**config.mk**
```make
export PLATFORM = sky130hd
export DESIGN_NAME = modular_exponentiation
export DESIGN_NICKNAME = d
export VERILOG_FILES = /design/src/rtl/modexp_pkg.sv /design/src/rtl/modular_exponentiation.sv /design/src/rtl/modexp_mulmod.sv
export VERILOG_INCLUDE_DIRS = /design/src /design/src/rtl
export SDC_FILE = /design/constraint.sdc
export NUM_CORES = 1
export LEC_CHECK = 0
export CAP_MARGIN = 20
export CORE_ASPECT_RATIO = 1.1
export CORE_UTILIZATION = 50
export DETAILED_ROUTE_END_ITERATION = 8
export DONT_BUFFER_PORTS = 1
export PLACE_DENSITY_LB_ADDON = 0.1
export SYNTH_ARGS = -nofsm -noshare
export SYNTH_HDL_FRONTEND = slang
export SYNTH_SLANG_ARGS = --single-unit
export TNS_END_PERCENT = 100
```
**constraint.sdc**
```tcl
create_clock -name clock -period 6.33 [get_ports clock]
set_clock_uncertainty 0.05 [all_clocks]
set_input_delay 0.9495 -clock clock [delete_from_list [all_inputs] [get_ports clock]]
set_output_delay 0.9495 -clock clock [all_outputs]
set_load 0.05 [all_outputs]
```
**src/rtl/modular_exponentiation_macros.svh**
```systemverilog
// assertion macros shared by the modular exponentiation rtl
// no dependencies; included by the files that carry assertions
`ifndef MODULAR_EXPONENTIATION_MACROS_SVH
`define MODULAR_EXPONENTIATION_MACROS_SVH

`ifndef ASSERT_OFF

// property must hold at every rising clock edge outside reset
`define ASSERT_CLK(label, clk, rst, prop, msg) \
   label: assert property (@(posedge clk) disable iff (rst) prop) else $error(msg);

// condition must never be true outside reset
`define ASSERT_NEVER(label, clk, rst, cond, msg) \
   label: assert property (@(posedge clk) disable iff (rst) !(cond)) else $error(msg);

`else

`define ASSERT_CLK(label, clk, rst, prop, msg)
`define ASSERT_NEVER(label, clk, rst, cond, msg)

`endif

`endif

```
**src/rtl/modexp_pkg.sv**
```systemverilog
// shared types and constants of the modular exponentiation block
// no dependencies
`default_nettype none

package modexp_pkg;

   // fixed field widths
   localparam int REG_W     = 32;
   localparam int VALUE_W   = 32;
   localparam int CSR_IDX_W = 1;

   // register indexes
   localparam logic [CSR_IDX_W-1:0] CSR_MODULUS  = 1'b0;
   localparam logic [CSR_IDX_W-1:0] CSR_EXPONENT = 1'b1;

   // register reset values, cut down to the datapath width where used
   localparam logic [63:0] MODULUS_RST  = 64'd64507;
   localparam logic [63:0] EXPONENT_RST = 64'd65537;

   // largest valid decrypted byte
   localparam logic [63:0] BYTE_MAX = 64'd255;

   // sequencer states
   typedef enum logic [5:0] {
      S_IDLE   = 6'b000001,
      S_REDUCE = 6'b000010,
      S_EVAL   = 6'b000100,
      S_MULT   = 6'b001000,
      S_SQUARE = 6'b010000,
      S_FINISH = 6'b100000
   } state_type;

   // status of the modular multiplier
   typedef struct packed {
      logic busy;
      logic done;
   } mm_status_type;

endpackage

`default_nettype wire

```
**src/rtl/modular_exponentiation.sv**
```systemverilog
// modular exponentiation top level: csr registers, square-and-multiply sequencer,
// result register; depends on modexp_pkg, modexp_mulmod, macros header
//
//   channel  ports                                  direction  beat
//   req      req_valid req_stall req_value            in       one base value
//   rsp      rsp_valid rsp_stall rsp_result, flags    out      one result per req
//   csr      csr_write csr_index csr_wdata            in       one register write
//
// an accepted item first reduces its base with one modular multiply, then walks the
// exponent from its lowest bit, multiplying for each set bit and squaring while higher
// bits remain; each modular multiply runs one bit per cycle in modexp_mulmod. a zero
// exponent goes straight to the response after the reduction, and a zero modulus
// skips the multiplier altogether.
// reset is synchronous and active high; registers return to modulus 64507 and
// exponent 65537. req is stalled while an item is at work; a finished result
// waits in the output register while rsp is stalled and a new req is accepted.
`default_nettype none
`include "modular_exponentiation_macros.svh"

module modular_exponentiation #(
   parameter int WIDTH = 32
) (
   input  wire logic                                clock,
   input  wire logic                                reset,
   // request channel
   input  wire logic                                req_valid,
   output logic                                     req_stall,
   input  wire logic [modexp_pkg::VALUE_W-1:0]      req_value,
   // response channel
   output logic                                     rsp_valid,
   input  wire logic                                rsp_stall,
   output logic      [modexp_pkg::VALUE_W-1:0]      rsp_result,
   output logic                                     rsp_input_too_large,
   output logic                                     rsp_result_exceeds_byte,
   // configuration port
   input  wire logic                                csr_write,
   input  wire logic [modexp_pkg::CSR_IDX_W-1:0]    csr_index,
   input  wire logic [modexp_pkg::REG_W-1:0]        csr_wdata
);
   import modexp_pkg::*;

   localparam logic [WIDTH-1:0] BYTE_LIMIT = BYTE_MAX[WIDTH-1:0];

   state_type        state_ff, state_in;
   logic [WIDTH-1:0] modulus_ff, modulus_in;
   logic [WIDTH-1:0] exponent_ff, exponent_in;
   logic [WIDTH-1:0] exp_ff, exp_in;
   logic [WIDTH-1:0] res_ff, res_in;
   logic [WIDTH-1:0] base_ff, base_in;
   logic             too_large_ff, too_large_in;
   logic             rsp_valid_ff, rsp_valid_in;
   logic [VALUE_W-1:0] rsp_result_ff, rsp_result_in;
   logic             rsp_too_large_ff, rsp_too_large_in;
   logic             rsp_exceeds_ff, rsp_exceeds_in;

   logic             req_beat;
   logic             rsp_beat;
   logic [63:0]      wdata_ext;
   logic [63:0]      value_ext;
   logic [63:0]      modulus_ext;
   logic [63:0]      res_ext;
   logic [WIDTH-1:0] value_w;
   logic [WIDTH-1:0] exp_shift;
   logic             mm_start;
   logic [WIDTH-1:0] mm_a;
   logic [WIDTH-1:0] mm_b;
   logic [WIDTH-1:0] mm_product;
   mm_status_type    mm_status;

   assign req_beat    = req_valid && !req_stall;
   assign rsp_beat    = rsp_valid_ff && !rsp_stall;
   assign wdata_ext   = {32'b0, csr_wdata};
   assign value_ext   = {32'b0, req_value};
   assign modulus_ext = {{(64 - WIDTH){1'b0}}, modulus_ff};
   assign res_ext     = {{(64 - WIDTH){1'b0}}, res_ff};
   assign value_w     = value_ext[WIDTH-1:0];
   assign exp_shift   = {1'b0, exp_ff[WIDTH-1:1]};

   // configuration writes
   always_comb begin
      modulus_in  = modulus_ff;
      exponent_in = exponent_ff;
      if (csr_write) begin
         case (csr_index)
            CSR_MODULUS: begin
               modulus_in = wdata_ext[WIDTH-1:0];
            end
            CSR_EXPONENT: begin
               exponent_in = wdata_ext[WIDTH-1:0];
            end
            default: begin
            end
         endcase
      end
   end

   // square-and-multiply sequencer
   always_comb begin
      state_in         = state_ff;
      exp_in           = exp_ff;
      res_in           = res_ff;
      base_in          = base_ff;
      too_large_in     = too_large_ff;
      rsp_valid_in     = rsp_valid_ff && !rsp_beat;
      rsp_result_in    = rsp_result_ff;
      rsp_too_large_in = rsp_too_large_ff;
      rsp_exceeds_in   = rsp_exceeds_ff;
      mm_start         = 1'b0;
      mm_a             = res_ff;
      mm_b             = base_ff;
      case (state_ff)
         S_IDLE: begin
            if (req_beat) begin
               too_large_in = value_ext >= modulus_ext;
               exp_in       = exponent_ff;
               if (modulus_ff == '0) begin
                  res_in   = '0;
                  state_in = S_FINISH;
               end else begin
                  // reduce the base as 1 * value mod m
                  res_in   = WIDTH'(1);
                  mm_start = 1'b1;
                  mm_a     = WIDTH'(1);
                  mm_b     = value_w;
                  state_in = S_REDUCE;
               end
            end
         end
         S_REDUCE: begin
            if (mm_status.done) begin
               base_in  = mm_product;
               state_in = S_EVAL;
            end
         end
         S_EVAL: begin
            if (exp_ff == '0) begin
               state_in = S_FINISH;
            end else if (exp_ff[0]) begin
               mm_start = 1'b1;
               state_in = S_MULT;
            end else begin
               exp_in   = exp_shift;
               mm_start = 1'b1;
               mm_a     = base_ff;
               state_in = S_SQUARE;
            end
         end
         S_MULT: begin
            if (mm_status.done) begin
               res_in = mm_product;
               exp_in = exp_shift;
               // skip the final squaring, it no longer reaches the result
               if (exp_shift != '0) begin
                  mm_start = 1'b1;
                  mm_a     = base_ff;
                  state_in = S_SQUARE;
               end else begin
                  state_in = S_FINISH;
               end
            end
         end
         S_SQUARE: begin
            if (mm_status.done) begin
               base_in  = mm_product;
               state_in = S_EVAL;
            end
         end
         S_FINISH: begin
            if (!rsp_valid_ff || rsp_beat) begin
               rsp_valid_in     = 1'b1;
               rsp_result_in    = res_ext[VALUE_W-1:0];
               rsp_too_large_in = too_large_ff;
               rsp_exceeds_in   = res_ff > BYTE_LIMIT;
               state_in         = S_IDLE;
            end
         end
         default: begin
            state_in = S_IDLE;
         end
      endcase
   end

   // control registers and configuration
   always_ff @(posedge clock) begin
      if (reset) begin
         state_ff     <= S_IDLE;
         rsp_valid_ff <= 1'b0;
         modulus_ff   <= MODULUS_RST[WIDTH-1:0];
         exponent_ff  <= EXPONENT_RST[WIDTH-1:0];
      end else begin
         state_ff     <= state_in;
         rsp_valid_ff <= rsp_valid_in;
         modulus_ff   <= modulus_in;
         exponent_ff  <= exponent_in;
      end
   end

   // datapath registers
   always_ff @(posedge clock) begin
      exp_ff           <= exp_in;
      res_ff           <= res_in;
      base_ff          <= base_in;
      too_large_ff     <= too_large_in;
      rsp_result_ff    <= rsp_result_in;
      rsp_too_large_ff <= rsp_too_large_in;
      rsp_exceeds_ff   <= rsp_exceeds_in;
   end

   // shared bit-serial modular multiplier
   modexp_mulmod #(
      .WIDTH(WIDTH)
   ) u_mulmod (
      .clock      (clock),
      .reset      (reset),
      .start      (mm_start),
      .a          (mm_a),
      .b          (mm_b),
      .m          (modulus_ff),
      .status_out (mm_status),
      .product    (mm_product)
   );

   assign req_stall               = state_ff != S_IDLE;
   assign rsp_valid               = rsp_valid_ff;
   assign rsp_result              = rsp_result_ff;
   assign rsp_input_too_large     = rsp_too_large_ff;
   assign rsp_result_exceeds_byte = rsp_exceeds_ff;

   `ASSERT_CLK(a_accept_busy, clock, reset,
      req_beat |=> (state_ff == S_REDUCE || state_ff == S_FINISH),
      "accepted beat did not start work")
   `ASSERT_NEVER(a_start_free, clock, reset, mm_start && mm_status.busy,
      "multiplier started while busy")
   `ASSERT_CLK(a_rsp_from_finish, clock, reset,
      $rose(rsp_valid_ff) |-> $past(state_ff == S_FINISH),
      "response beat without finished item")
   `ASSERT_NEVER(a_done_idle, clock, reset,
      mm_status.done && (state_ff == S_IDLE || state_ff == S_EVAL || state_ff == S_FINISH),
      "multiplier done while sequencer not waiting")

endmodule

`default_nettype wire

```
**src/rtl/modexp_mulmod.sv**
```systemverilog
// bit-serial modular multiplier: product = a * b mod m, one bit of b per cycle
// depends on modexp_pkg and modular_exponentiation_macros.svh
`default_nettype none
`include "modular_exponentiation_macros.svh"

module modexp_mulmod #(
   parameter int WIDTH = 32
) (
   input  wire logic                 clock,
   input  wire logic                 reset,
   input  wire logic                 start,
   input  wire logic [WIDTH-1:0]     a,
   input  wire logic [WIDTH-1:0]     b,
   input  wire logic [WIDTH-1:0]     m,
   output modexp_pkg::mm_status_type status_out,
   output logic      [WIDTH-1:0]     product
);
   import modexp_pkg::*;

   localparam int CNT_W = $clog2(WIDTH);

   logic [WIDTH-1:0] a_ff, a_in;
   logic [WIDTH-1:0] b_ff, b_in;
   logic [WIDTH-1:0] m_ff, m_in;
   logic [WIDTH-1:0] acc_ff, acc_in;
   logic [CNT_W-1:0] cnt_ff, cnt_in;
   logic             busy_ff, busy_in;
   logic             done_ff, done_in;

   // (x + y) mod mod_v for x < mod_v and y <= mod_v
   function automatic logic [WIDTH-1:0] add_mod(input logic [WIDTH-1:0] x,
                                                input logic [WIDTH-1:0] y,
                                                input logic [WIDTH-1:0] mod_v);
      logic [WIDTH:0] sum;
      logic [WIDTH:0] diff;
      sum  = {1'b0, x} + {1'b0, y};
      diff = sum - {1'b0, mod_v};
      if (sum >= {1'b0, mod_v}) begin
         return diff[WIDTH-1:0];
      end
      return sum[WIDTH-1:0];
   endfunction

   // one step: double the accumulator, add a when the next bit of b is set
   always_comb begin
      logic [WIDTH-1:0] dbl;
      a_in    = a_ff;
      b_in    = b_ff;
      m_in    = m_ff;
      acc_in  = acc_ff;
      cnt_in  = cnt_ff;
      busy_in = busy_ff;
      done_in = 1'b0;
      dbl     = add_mod(acc_ff, acc_ff, m_ff);
      if (start) begin
         a_in    = a;
         b_in    = b;
         m_in    = m;
         acc_in  = '0;
         cnt_in  = CNT_W'(WIDTH - 1);
         busy_in = 1'b1;
      end else if (busy_ff) begin
         acc_in = b_ff[WIDTH-1] ? add_mod(dbl, a_ff, m_ff) : dbl;
         b_in   = {b_ff[WIDTH-2:0], 1'b0};
         cnt_in = cnt_ff - CNT_W'(1);
         if (cnt_ff == '0) begin
            busy_in = 1'b0;
            done_in = 1'b1;
         end
      end
   end

   // control registers
   always_ff @(posedge clock) begin
      if (reset) begin
         busy_ff <= 1'b0;
         done_ff <= 1'b0;
      end else begin
         busy_ff <= busy_in;
         done_ff <= done_in;
      end
   end

   // datapath registers
   always_ff @(posedge clock) begin
      a_ff   <= a_in;
      b_ff   <= b_in;
      m_ff   <= m_in;
      acc_ff <= acc_in;
      cnt_ff <= cnt_in;
   end

   assign status_out.busy = busy_ff;
   assign status_out.done = done_ff;
   assign product         = acc_ff;

   `ASSERT_CLK(a_start_busy, clock, reset, start |=> busy_ff, "multiplier not busy after start")
   `ASSERT_CLK(a_last_done, clock, reset, (busy_ff && !start && cnt_ff == '0) |=> done_ff, "missing done after last step")
   `ASSERT_NEVER(a_done_busy, clock, reset, done_ff && busy_ff, "done while still busy")
   `ASSERT_CLK(a_acc_range, clock, reset, busy_ff |-> acc_ff < m_ff, "accumulator not reduced")

endmodule

`default_nettype wire

```
==> impl_metrics.env <==
export IMPL_run_status="complete, but fails checks"
export IMPL_failing_checks="negative setup slack"
export IMPL_number_of_global_route_vias_before_repair=18068
export IMPL_synthDistinctLibCells=90
export IMPL_regToRegSetupSlack_ns=-0.71
export IMPL_synth_flop_cell="edfxtp_1"
export IMPL_final_setup_tns_ns=-18.51
export IMPL_finalCriticalPeriod_ns=7.04
export IMPL_finalNonFillerCells=3034
export IMPL_clkSlewWorstSetupHoldPaths_ns=0.06
export IMPL_critical_path_max_stage_delay_ns=0.42
export IMPL_crit_family="compound AO/OA/AOI/OAI gates"
export IMPL_synth_top_cells_by_area="edfxtp_1 (34%), dfxtp_1 (11%), ha_1 (8.1%)"
export IMPL_report_final_slew_viol_count=0
export IMPL_timing_critical_path_required_ns=6.71
export IMPL_synth_seq_cells=337
export IMPL_drc_errors=0
export IMPL_start_util_pct=50.7
export IMPL_rsz0062_at_grt="yes"
export IMPL_clock_insertion_delay_worst_skew_ns=0.58
export IMPL_grtUsageTotal_pct=37.7
export IMPL_floorplan_die_width_um=192
export IMPL_grt_max_degree=74
export IMPL_worst_r2r_dst="u_mulmod.product[2]"
export IMPL_asyncSetResetFlopFracSynth_pct=0
export IMPL_timing_worst_setup_path_type="register to register"
export IMPL_clock_sink_count=337
export IMPL_synth_cells_most_frequent="nand2_1 (255), edfxtp_1 (227), a21oi_1 (201), ha_1 (129), nor2_1 (120)"
export IMPL_grt_pass1_wl_um=112000
export IMPL_synth_cells=2055
export IMPL_hold_path_depth=1
export IMPL_initialDrtViolationCount=1609
export IMPL_number_of_synthesized_flops_with_an_enable_pin=227
export IMPL_die_area_um2=40400
export IMPL_timing_critical_path_from_type="register"
export IMPL_synth_seq_area_share_pct=45.5
export IMPL_routed_wire_length_per_instance_um=25.0
export IMPL_critical_path_fanouts_max=8
export IMPL_critPathArrivalTime_ns=7.43
export IMPL_cp_end_kind="register"
export IMPL_count_of_input_and_output_buffers=0
export IMPL_coreArea_um2=39100
export IMPL_max_clock_path_buffers=3
export IMPL_slew_headroom_pct=27.3
export IMPL_reg2reg_depth=31
export IMPL_grt_overflow=0
export IMPL_clock_tree_htree_level_count=2
export IMPL_via_cell_ratio=6.06
export IMPL_postSynthNetCount=2257
export IMPL_hold_worst_slack_ns=0.399
export IMPL_post_route_cells_drive_above_1_share_pct=30.8
export IMPL_cts_tree="yes"
export IMPL_yosysMostFrequentCell="nand2_1"
export IMPL_rr_startpoint="u_mulmod.m_ff[26]"
export IMPL_yosys_area_top_type="edfxtp_1"
export IMPL_number_of_antenna_violations_at_the_first_check_in_global_routing=3
export IMPL_classification_of_the_worst_slack_hold_path="input port to register"
export IMPL_clock_root_buffer="clkbuf_16"
export IMPL_synthDominantCellAreaShare_pct=34.4
export IMPL_finalNetCount=2699
export IMPL_ys_warnings_count=0
export IMPL_row_count=76
export IMPL_drt_antenna_violating_nets=0
export IMPL_tightest_slew_ns=1.09
export IMPL_timing_critical_path_buf_inv=5
export IMPL_max_freq_mhz=142
export IMPL_synth_cell_area_um2=19800
export IMPL_place_hpwl_um=58000
export IMPL_cts_buffers_inserted=38
export IMPL_wl_final_um=75700
export IMPL_setup_ws_ns=-0.714
export IMPL_worst_hold_startpoint="reset"
export IMPL_area_growth_synth_to_final_pct=33.7
export IMPL_chipHeight_um=211
export IMPL_drv_max_cap_violation_count=0
export IMPL_boundaryPins=106
export IMPL_routed_via_count=18381
export IMPL_postCtsHoldBufs=0
export IMPL_finalCritPeriodShare_pct=111
export IMPL_min_delay_worst_endpoint="exponent_ff[8]"
export IMPL_timing_final_setup_violations=32
export IMPL_post_place_cells=2906
export IMPL_critical_path_slowest_cell="a311oi_4"
export IMPL_gpl_final_weighted_congestion=1.02
export IMPL_synthesis_area_per_instance_um2=9.65
export IMPL_final_hold_viol_count=0
export IMPL_dr_pass1_iters=7
kinds of logic after synthesis:
family / synth area share, %
AOI/OAI and AO/OA: 19.7
and+or+nand+nor: 16.0
DFF: 45.5
xor gates and xnor gates: 3.45
buffers and inverters: 3.62
adders and majority gates: 8.45
muxes: 3.26
layout by cell type (no fill, tap or decap), types with 14 or more instances in the layout:
cell type	count
a211o_1	20
a211oi_2	14
xor2_1	33
a211oi_1	15
o211ai_1	17
clkbuf_16	41
nor4_1	28
ha_1	91
o21a_1	18
nor3_1	33
buf_6	19
a22o_1	31
a31oi_1	14
nor2_1	116
a21o_1	52
inv_2	16
and2_1	42
ha_4	35
buf_4	466
o21ai_0	99
inv_1	80
xnor2_1	42
nand2_1	251
nand4_1	28
a21oi_1	173
a21oi_2	22
o21ai_1	17
nand3_1	33
mux2i_1	35
dfxtp_1	109
edfxtp_1	227
worst max path at each step:
stage | from | end | slack, ns | depth (start not counted)
finish | u_mulmod.m_ff[26] | u_mulmod.product[2] | -0.71 | 31
detailed placement | u_mulmod.m_ff[4] | u_mulmod.product[29] | -1.21 | 33
global placement | u_mulmod.m_ff[4] | u_mulmod.product[14] | -1.22 | 35
floorplan | u_mulmod.m_ff[1] | u_mulmod.product[30] | -0.01 | 29
global route | u_mulmod.m_ff[3] | u_mulmod.product[30] | -0.90 | 34
CTS | u_mulmod.m_ff[26] | u_mulmod.product[30] | -0.60 | 31
metal layers:
layer  share of wire, %  GRT usage (%)
met5                  0              0
met4                7.4           23.1
met3                7.0           5.83
met2                 47           61.5
met1                 39           46.8
flip-flops by register name, summed over array words and instances, names as in the netlist:
signal and flops:
u_mulmod.m_ff 32, state_ff 6, rsp_valid 1, u_mulmod.b_ff 32, base_ff 32, rsp_result 32
exp_ff 32, u_mulmod.busy_ff 1, u_mulmod.cnt_ff 5, u_mulmod.a_ff 32, u_mulmod.product 32, rsp_result_exceeds_byte 1
u_mulmod.done_ff 1, res_ff 32, modulus_ff 32, too_large_ff 1, exponent_ff 32, rsp_input_too_large 1
final cells by class:
cell class                 count  area (um^2)
clock inverter                15          126
antenna                        1         2.50
clock buffer                  54         1140
inverter                      96          360
multi-input combinational   1533        11400
tap                          507          634
fill                        3075        12600
timing repair buffer         491         3830
sequential                   337         9020
metrics by stage:
step / setup slack (ns) / cell area, um^2 / util (%)
2_1_floorplan: -0.0119 / 20200 / -
3_3_place_gp: -1.22 / 23700 / 60.7
3_5_place_dp: -1.21 / 23700 / 60.7
4_1_cts: -0.595 / 26000 / 66.5
5_1_grt: -0.900 / 26500 / 67.8
6_report: -0.714 / 26500 / 67.8
timing repair:
action / 4_1_cts / 5_1_grt
cloned: 0 / 0
pin swaps: 91 / 80
setup buffers: 35 / 30
gates resized for setup: 155 / 55
setup endpoints to repair: 32 / 32
Power is left out: the tool's default activity adds up to more than one toggle a clock period on the data nets, which glitch-free logic cannot reach.
